===== src/irrigation_mode_controller_assert.svh =====
// assertion macros for the irrigation mode controller
// used by irrigation_mode_controller.sv, no other dependencies
`ifndef IRRIGATION_MODE_CONTROLLER_ASSERT_SVH
`define IRRIGATION_MODE_CONTROLLER_ASSERT_SVH

// same-cycle implication, disabled in reset
`define IMC_ASSERT_NOW(label, clk, rst_n, ante, cons) \
    label: assert property (@(posedge clk) disable iff (!rst_n) (ante) |-> (cons)) \
        else $error("irrigation mode controller check failed");

// next-cycle implication, disabled in reset
`define IMC_ASSERT_NEXT(label, clk, rst_n, ante, cons) \
    label: assert property (@(posedge clk) disable iff (!rst_n) (ante) |=> (cons)) \
        else $error("irrigation mode controller check failed");

`endif


===== src/imc_pkg.sv =====
// shared types and codes for the irrigation mode controller
// no dependencies
package imc_pkg;

    localparam int unsigned TIME_W  = 17;
    localparam int unsigned DAY_W   = 3;
    localparam int unsigned MOIST_W = 8;
    localparam int unsigned DAYS_W  = 7;
    localparam int unsigned CODE_W  = 2;
    localparam int unsigned CFG_IDX_W = 3;
    localparam int unsigned CFG_DATA_W = 17;

    typedef enum logic [1:0] {
        KEY_IDLE    = 2'd0,
        KEY_PRESSED = 2'd1,
        KEY_HANDLED = 2'd2
    } t_key_phase;

    localparam logic [CODE_W-1:0] DISP_NONE     = 2'd0;
    localparam logic [CODE_W-1:0] DISP_FORWARD  = 2'd1;
    localparam logic [CODE_W-1:0] DISP_BACKWARD = 2'd2;

    localparam logic [CODE_W-1:0] MODE_ANN_NONE   = 2'd0;
    localparam logic [CODE_W-1:0] MODE_ANN_MANUAL = 2'd1;
    localparam logic [CODE_W-1:0] MODE_ANN_AUTO   = 2'd2;

    localparam logic [CODE_W-1:0] WATER_ANN_NONE    = 2'd0;
    localparam logic [CODE_W-1:0] WATER_ANN_STARTED = 2'd1;
    localparam logic [CODE_W-1:0] WATER_ANN_STOPPED = 2'd2;

    localparam logic [CFG_IDX_W-1:0] CFG_WATERING_MODE = 3'd0;
    localparam logic [CFG_IDX_W-1:0] CFG_WATERING_DAYS = 3'd1;
    localparam logic [CFG_IDX_W-1:0] CFG_WIN1_START    = 3'd2;
    localparam logic [CFG_IDX_W-1:0] CFG_WIN1_STOP     = 3'd3;
    localparam logic [CFG_IDX_W-1:0] CFG_WIN2_START    = 3'd4;
    localparam logic [CFG_IDX_W-1:0] CFG_WIN2_STOP     = 3'd5;
    localparam logic [CFG_IDX_W-1:0] CFG_MOIST_LOWER   = 3'd6;
    localparam logic [CFG_IDX_W-1:0] CFG_MOIST_UPPER   = 3'd7;

    localparam logic [DAY_W-1:0] WDAY_SUNDAY     = 3'd0;
    localparam logic [DAY_W-1:0] DAY_BIT_SUNDAY  = 3'd6;

    function automatic t_key_phase key_track(input logic level, input t_key_phase phase);
        t_key_phase res;
        if (level) begin
            res = KEY_IDLE;
        end else if (phase == KEY_IDLE) begin
            res = KEY_PRESSED;
        end else begin
            res = phase;
        end
        return res;
    endfunction

    function automatic logic in_window(input logic [TIME_W-1:0] start,
                                       input logic [TIME_W-1:0] stop,
                                       input logic [TIME_W-1:0] now);
        return (start != stop) && (start <= now) && (now < stop);
    endfunction

endpackage


===== src/irrigation_mode_controller.sv =====
// irrigation mode controller top level: key handling, mode and pump control
// depends on imc_pkg and irrigation_mode_controller_assert.svh
//
//  channel  | direction | handshake           | word
//  ---------+-----------+---------------------+--------------------------------
//  tick in  | in        | i_valid / o_stall   | time, weekday, moisture, keys
//  result   | out       | o_valid / i_stall   | pump, mode, display, announces
//  config   | in        | i_cfg_valid / ready | register index, write data
//
// one tick per cycle unless the result stalls; path: input register, result register
// the key phases, mode and pump state update as a word moves into the result register
// a stalled result holds while one more tick waits in the input register
// reset (synchronous, active low) clears state and all configuration to zero
// configuration is always ready and never stalls a write
`include "irrigation_mode_controller_assert.svh"

module irrigation_mode_controller (
    input  logic                              i_clk,
    input  logic                              i_rst_n,
    input  logic                              i_valid,
    output logic                              o_stall,
    input  logic [imc_pkg::TIME_W-1:0]        i_time_of_day,
    input  logic [imc_pkg::DAY_W-1:0]         i_weekday,
    input  logic [imc_pkg::MOIST_W-1:0]       i_soil_moisture,
    input  logic                              i_key_one_level,
    input  logic                              i_key_two_level,
    input  logic                              i_key_three_level,
    output logic                              o_valid,
    input  logic                              i_stall,
    output logic                              o_pump_on,
    output logic                              o_manual_mode,
    output logic [imc_pkg::CODE_W-1:0]        o_display_step,
    output logic [imc_pkg::CODE_W-1:0]        o_mode_announce,
    output logic [imc_pkg::CODE_W-1:0]        o_watering_announce,
    output logic                              o_reset_request,
    input  logic                              i_cfg_valid,
    output logic                              o_cfg_ready,
    input  logic [imc_pkg::CFG_IDX_W-1:0]     i_cfg_index,
    input  logic [imc_pkg::CFG_DATA_W-1:0]    i_cfg_data
);
    import imc_pkg::*;

    logic                r_cfg_mode;
    logic [DAYS_W-1:0]   r_cfg_days;
    logic [TIME_W-1:0]   r_cfg_w1_start;
    logic [TIME_W-1:0]   r_cfg_w1_stop;
    logic [TIME_W-1:0]   r_cfg_w2_start;
    logic [TIME_W-1:0]   r_cfg_w2_stop;
    logic [MOIST_W-1:0]  r_cfg_lower;
    logic [MOIST_W-1:0]  r_cfg_upper;

    logic                r_in_vld;
    logic [TIME_W-1:0]   r_in_time;
    logic [DAY_W-1:0]    r_in_wday;
    logic [MOIST_W-1:0]  r_in_moist;
    logic [2:0]          r_in_keys;

    t_key_phase          r_phase [3];
    logic                r_manual;
    logic                r_pump;

    logic                r_out_vld;
    logic [CODE_W-1:0]   r_out_disp;
    logic [CODE_W-1:0]   r_out_mode_ann;
    logic [CODE_W-1:0]   r_out_water_ann;
    logic                r_out_reset_req;

    t_key_phase          n_phase [3];
    logic                n_manual;
    logic                n_pump;
    logic [CODE_W-1:0]   n_disp;
    logic [CODE_W-1:0]   n_mode_ann;
    logic [CODE_W-1:0]   n_water_ann;
    logic                n_reset_req;

    logic                out_adv;
    logic                in_take;
    logic                cfg_wr;
    logic [2:0]          pressed;
    logic [DAY_W-1:0]    day_bit;
    logic                day_on;
    logic                win_hit;
    logic                pump_keys;

    assign o_cfg_ready = 1'b1;
    assign cfg_wr      = i_cfg_valid;
    assign out_adv     = !r_out_vld || !i_stall;
    assign o_stall     = r_in_vld && !out_adv;
    assign in_take     = i_valid && !o_stall;

    // key phases and key actions
    always_comb begin
        for (int k = 0; k < 3; k++) begin
            n_phase[k] = key_track(r_in_keys[k], r_phase[k]);
            pressed[k] = (n_phase[k] == KEY_PRESSED);
        end
        n_manual    = r_manual;
        pump_keys   = r_pump;
        n_disp      = DISP_NONE;
        n_mode_ann  = MODE_ANN_NONE;
        n_reset_req = 1'b0;
        unique case (pressed)
            3'b001: begin
                n_phase[0] = KEY_HANDLED;
                n_disp     = DISP_FORWARD;
            end
            3'b010: begin
                n_phase[1] = KEY_HANDLED;
                n_manual   = !r_manual;
                n_mode_ann = !r_manual ? MODE_ANN_MANUAL : MODE_ANN_AUTO;
            end
            3'b100: begin
                n_phase[2] = KEY_HANDLED;
                if (!r_manual) begin
                    n_disp = DISP_BACKWARD;
                end else begin
                    pump_keys = !r_pump;
                end
            end
            3'b111: begin
                n_phase[0]  = KEY_HANDLED;
                n_phase[1]  = KEY_HANDLED;
                n_phase[2]  = KEY_HANDLED;
                n_reset_req = 1'b1;
            end
            default: begin
            end
        endcase
    end

    // automatic pump control
    assign day_bit = (r_in_wday == WDAY_SUNDAY) ? DAY_BIT_SUNDAY : r_in_wday - 3'd1;
    assign day_on  = r_cfg_days[day_bit];
    assign win_hit = in_window(r_cfg_w1_start, r_cfg_w1_stop, r_in_time)
                  || in_window(r_cfg_w2_start, r_cfg_w2_stop, r_in_time);

    always_comb begin
        n_pump = pump_keys;
        if (!n_manual) begin
            if (!r_cfg_mode && day_on) begin
                n_pump = win_hit;
            end else if (r_cfg_mode && (r_cfg_lower != r_cfg_upper)) begin
                if (r_cfg_upper <= r_in_moist) begin
                    n_pump = 1'b0;
                end else if (r_in_moist <= r_cfg_lower) begin
                    n_pump = 1'b1;
                end
            end
        end
        if (n_pump == r_pump) begin
            n_water_ann = WATER_ANN_NONE;
        end else if (n_pump) begin
            n_water_ann = WATER_ANN_STARTED;
        end else begin
            n_water_ann = WATER_ANN_STOPPED;
        end
    end

    always_ff @(posedge i_clk) begin
        if (!i_rst_n) begin
            r_cfg_mode     <= 1'b0;
            r_cfg_days     <= '0;
            r_cfg_w1_start <= '0;
            r_cfg_w1_stop  <= '0;
            r_cfg_w2_start <= '0;
            r_cfg_w2_stop  <= '0;
            r_cfg_lower    <= '0;
            r_cfg_upper    <= '0;
        end else if (cfg_wr) begin
            unique case (i_cfg_index)
                CFG_WATERING_MODE: r_cfg_mode     <= i_cfg_data[0];
                CFG_WATERING_DAYS: r_cfg_days     <= i_cfg_data[DAYS_W-1:0];
                CFG_WIN1_START:    r_cfg_w1_start <= i_cfg_data[TIME_W-1:0];
                CFG_WIN1_STOP:     r_cfg_w1_stop  <= i_cfg_data[TIME_W-1:0];
                CFG_WIN2_START:    r_cfg_w2_start <= i_cfg_data[TIME_W-1:0];
                CFG_WIN2_STOP:     r_cfg_w2_stop  <= i_cfg_data[TIME_W-1:0];
                CFG_MOIST_LOWER:   r_cfg_lower    <= i_cfg_data[MOIST_W-1:0];
                CFG_MOIST_UPPER:   r_cfg_upper    <= i_cfg_data[MOIST_W-1:0];
                default: begin
                end
            endcase
        end
    end

    // input register
    always_ff @(posedge i_clk) begin
        if (!i_rst_n) begin
            r_in_vld <= 1'b0;
        end else if (in_take) begin
            r_in_vld <= 1'b1;
        end else if (out_adv) begin
            r_in_vld <= 1'b0;
        end
    end

    always_ff @(posedge i_clk) begin
        if (in_take) begin
            r_in_time  <= i_time_of_day;
            r_in_wday  <= i_weekday;
            r_in_moist <= i_soil_moisture;
            r_in_keys  <= {i_key_three_level, i_key_two_level, i_key_one_level};
        end
    end

    // state and result register
    always_ff @(posedge i_clk) begin
        if (!i_rst_n) begin
            r_out_vld <= 1'b0;
            r_manual  <= 1'b0;
            r_pump    <= 1'b0;
            for (int k = 0; k < 3; k++) begin
                r_phase[k] <= KEY_IDLE;
            end
        end else if (out_adv) begin
            r_out_vld <= r_in_vld;
            if (r_in_vld) begin
                r_manual <= n_manual;
                r_pump   <= n_pump;
                for (int k = 0; k < 3; k++) begin
                    r_phase[k] <= n_phase[k];
                end
            end
        end
    end

    always_ff @(posedge i_clk) begin
        if (out_adv && r_in_vld) begin
            r_out_disp      <= n_disp;
            r_out_mode_ann  <= n_mode_ann;
            r_out_water_ann <= n_water_ann;
            r_out_reset_req <= n_reset_req;
        end
    end

    assign o_valid             = r_out_vld;
    assign o_pump_on           = r_pump;
    assign o_manual_mode       = r_manual;
    assign o_display_step      = r_out_disp;
    assign o_mode_announce     = r_out_mode_ann;
    assign o_watering_announce = r_out_water_ann;
    assign o_reset_request     = r_out_reset_req;

    `IMC_ASSERT_NOW(a_water_ann_matches_pump, i_clk, i_rst_n,
        o_valid && (o_watering_announce != WATER_ANN_NONE),
        o_pump_on == (o_watering_announce == WATER_ANN_STARTED))
    `IMC_ASSERT_NOW(a_mode_ann_matches_mode, i_clk, i_rst_n,
        o_valid && (o_mode_announce != MODE_ANN_NONE),
        o_manual_mode == (o_mode_announce == MODE_ANN_MANUAL))
    `IMC_ASSERT_NOW(a_reset_req_alone, i_clk, i_rst_n,
        o_valid && o_reset_request,
        (o_display_step == DISP_NONE) && (o_mode_announce == MODE_ANN_NONE))
    `IMC_ASSERT_NEXT(a_state_held_without_word, i_clk, i_rst_n,
        !r_in_vld,
        (r_pump == $past(r_pump)) && (r_manual == $past(r_manual)))

endmodule

===== config.mk =====
export PLATFORM = sky130hd
export DESIGN_NAME = irrigation_mode_controller
export DESIGN_NICKNAME = d
export VERILOG_FILES = /design/src/imc_pkg.sv /design/src/irrigation_mode_controller.sv
export VERILOG_INCLUDE_DIRS = /design/src /design/src/src
export SDC_FILE = /design/constraint.sdc
export NUM_CORES = 1
export LEC_CHECK = 0
export ABC_CLOCK_PERIOD_IN_PS = 3200
export BUFFER_PORTS_ARGS = -buffer_cell sky130_fd_sc_hd__buf_4
export CAP_MARGIN = 20
export CORE_MARGIN = 2
export CORE_UTILIZATION = 60
export DETAILED_ROUTE_END_ITERATION = 16
export GPL_TIMING_DRIVEN = 0
export PLACE_DENSITY = 0.81
export SETUP_SLACK_MARGIN = 0.15
export SLEW_MARGIN = 40
export SYNTH_ARGS = -nofsm -noshare
export SYNTH_HDL_FRONTEND = slang
export SYNTH_SLANG_ARGS = --single-unit

===== constraint.sdc =====
create_clock -name i_clk -period 3.2 [get_ports i_clk]
set_input_delay 0.64 -clock i_clk [delete_from_list [all_inputs] [get_ports i_clk]]
set_output_delay 0.64 -clock i_clk [all_outputs]
set_load 0.01 [all_outputs]

==> flow_summary.json <==
{
  "rsz0062_at_grt": "false",
  "final_max_slew_viol_count": 0,
  "post-cts-setup-buffer-count": 0,
  "gr-usage-all-layers_pct": 29.2,
  "drive_gt1_share_pct": 11.4,
  "required_ns": 3.37,
  "antenna_cells": 0,
  "postRouteAntennaNets": 0,
  "worst_path_most_repeated_cell": "a21oi_1",
  "synth_ff_type": "dfxtp_1",
  "start_util_pct": 61.2,
  "dp_hpwl_mm": 14.1,
  "routedWlPerCell_um": 17.1,
  "synth_edf_count": 41,
  "hold_class": "in -> reg",
  "max_freq_ghz": 0.363,
  "cp_slowest_stage_delay_ns": 0.45,
  "power.total_mw": 4.26,
  "syn_inst": 847,
  "portBuffers": 62,
  "final_area_sq_mm": 0.00894,
  "clkSlewWorstSetupHoldPaths_ns": 0.06,
  "cp.arrival_ns": 2.92,
  "cts.sinks": 137,
  "fin_crit_ns": 2.75,
  "dpl_cell_area_sq_mm": 0.00836,
  "areaGrowthSynthToFinish_pct": 16.8,
  "min_period_over_period_pct": 86.1,
  "cts_tree": "yes",
  "core_sq_mm": 0.0125,
  "p_leak_nw": 3.63,
  "multi_input_area_sq_mm": 0.00415,
  "gp_congestion": 0.951,
  "status": "completed",
  "max_cap_violations": 0,
  "h-tree-depth": 4,
  "grt_max_degree": 19,
  "cts_hold_buf": 0,
  "syn_nets": 987,
  "pwr_density_cell_mw_per_mm2": 476,
  "drtIter0Drc": 412,
  "dr_total_vias": 6290,
  "drc": 0,
  "synth_area_sq_mm": 0.00766,
  "worstSetupPathType": "reg -> reg",
  "worst_pin_slew_ns": 0.736,
  "hold_violations": 0,
  "yosysWarnings": 0,
  "setup-violations-final": 0,
  "synthArstFlopShare_pct": 0,
  "grt_pass1_vias": 6124,
  "ioPinCount": 68,
  "ys_types": 54,
  "rows": 41,
  "synth_seq_cells": 137,
  "grt_pass1_wl_mm": 30.1,
  "die_x_um": 117,
  "wirelength_mm": 19.0,
  "clock_skew_ns": 0.00645,
  "clockBufferDepth": 2,
  "ir_worst_vdd_v": 0.000443,
  "crit_family": "compound AO/OA/AOI/OAI gates",
  "cp_slowest_cell": "edfxtp_1",
  "endpoint_kind": "register",
  "fin_nets": 1069,
  "dieArea_sq_mm": 0.0137,
  "die_h_um": 117,
  "synth-seq-area-share_pct": 41.2,
  "avgSynthCellArea_sq_um": 9.04,
  "clockRootBuffer": "clkbuf_16",
  "startpoint_type": "register",
  "path_buf_inv": 1,
  "antenna_found_initial": 0,
  "worstPathCellList": "inv_1, ha_1, a21o_1, nand3_1, a21oi_1, a211oi_1, a21oi_1, o41ai_2, o21ai_1, o311a_2",
  "relSlewSlack_pct": 50.7,
  "nFillCells": 998,
  "grt_overflow": 0,
  "seqCellArea_sq_mm": 0.00315,
  "routed_via_density": 5.65,
  "critPathMaxFanout": 3,
  "cts_resized": 0,
  "numCtsBuffers": 17,
  "first_pass_iters": 5,
  "clk-insertion-delay-late_ns": 0.42
}
[cell type report]
| cell class | count | area share, % |
|---|---|---|
| repair buffers | 63 | 5.37 |
| multi-input cells | 614 | 46.4 |
| inverters | 71 | 2.98 |
| well taps | 172 | 2.41 |
| clock inverters | 12 | 1.27 |
| clock buffers | 20 | 5.23 |
| plain buffers | 25 | 1.11 |
| flip-flops and latches | 137 | 35.3 |
[metal layers]
metal	part of all wire [%]	up-vias	GRT usage [%]	wire length (um)
met1	42	2935	35.3	7960
met3	5.3	53	6.18	1010
met2	48	218	49.2	9160
met4	4.6	0	15.0	880
met5	0	-	0	0
li1	-	3084	-	-
[where the power goes]
part	switching [mW]	leakage (nW)	internal [mW]
Combinational	0.244	2.17	0.194
Sequential	0.0515	1.18	1.85
Clock	0.777	0.275	1.14
Total	1.07	3.63	3.18
[path summary, 6_finish.rpt]
path	slack [ns]	from	cells after the start	end
setup reg to reg	0.45	r_in_time[10]$_DFFE_PP_	10	o_watering_announce[1]$_SDFFCE_PN0P_
hold / removal	0.39	i_time_of_day[0]	1	r_in_time[0]$_DFFE_PP_
hold reg to reg	0.49	r_cfg_w1_stop[15]$_SDFFE_PN0P_	2	r_cfg_w1_stop[15]$_SDFFE_PN0P_
setup / recovery	0.45	r_in_time[10]$_DFFE_PP_	10	o_watering_announce[1]$_SDFFCE_PN0P_
[through the flow]
step                setup TNS [ns]  setup WS (ns)  hold slack, ns  utilization (%)  std cells
floorplan                        0          0.492           0.464                -        847
global placement            -13.48         -0.442           0.476             66.6       1081
detailed placement               0          0.481           0.485             66.8       1082
CTS                              0          0.468           0.377             71.4       1114
global route                     0          0.306           0.377             71.4       1114
finish                           0          0.445           0.388             71.4       1114
[placed cells by master (no fill, tap or decap), types with 3 or more instances in the layout]
master,count
a211oi_1,3
a21boi_0,85
a21o_1,13
a21oi_1,35
and3_1,3
and4_1,5
buf_4,63
clkbuf_1,24
clkbuf_16,18
clkinvlp_4,4
dfxtp_1,96
edfxtp_1,41
ha_1,84
inv_1,71
inv_6,3
mux2i_1,9
nand2_1,191
nand2b_1,7
nand3_1,10
nand4_1,18
nor2_1,17
nor2b_1,16
nor3_1,12
nor4_1,9
o211ai_1,3
o21ai_0,13
o22ai_1,3
xnor2_1,21
xor2_1,26
[flip-flops by register name, indices dropped and copies added, names as in the netlist]
signal / flops
r_cfg_w1_start: 17
r_cfg_w1_stop: 17
r_cfg_w2_start: 17
r_cfg_w2_stop: 17
r_in_time: 17
r_cfg_lower: 8
r_cfg_upper: 8
r_in_moist: 8
r_cfg_days: 7
r_in_keys: 3
r_in_wday: 3
r_phase: 3
o_display_step: 2
o_mode_announce: 2
o_watering_announce: 2
o_manual_mode: 1
o_pump_on: 1
o_reset_request: 1
o_valid: 1
r_cfg_mode: 1
r_in_vld: 1
[Yosys cell counts, types with 9 or more instances]
cell type	count	area share, %
nand2_1	191	9.4
dfxtp_1	96	25
a21boi_0	85	8.3
ha_1	84	14
inv_1	71	3.5
edfxtp_1	41	16
a21oi_1	35	2.3
xor2_1	26	3.0
clkbuf_1	23	1.1
xnor2_1	21	2.4
nand4_1	18	1.5
nor2_1	17	0.83
nor2b_1	17	1.4
a21o_1	13	1.3
o21ai_0	13	0.85
nor3_1	12	0.78
nand3_1	10	0.65
mux2i_1	9	1.2
nor4_1	9	0.74
[logic make-up after synthesis]
| group | after synthesis | share of synthesized area (%) |
|---|---|---|
| AND/OR/NAND/NOR | 301 | 17.8 |
| AO/OA/AOI/OAI | 171 | 15.6 |
| flip-flops | 137 | 41.2 |
| buffers and inverters | 96 | 4.77 |
| adder cells (fa/ha/maj) | 84 | 13.7 |
| XOR/XNOR | 47 | 5.38 |
| multiplexers | 10 | 1.47 |
| other | 1 | 0.0490 |
Power figures use the tool's default switching activity.
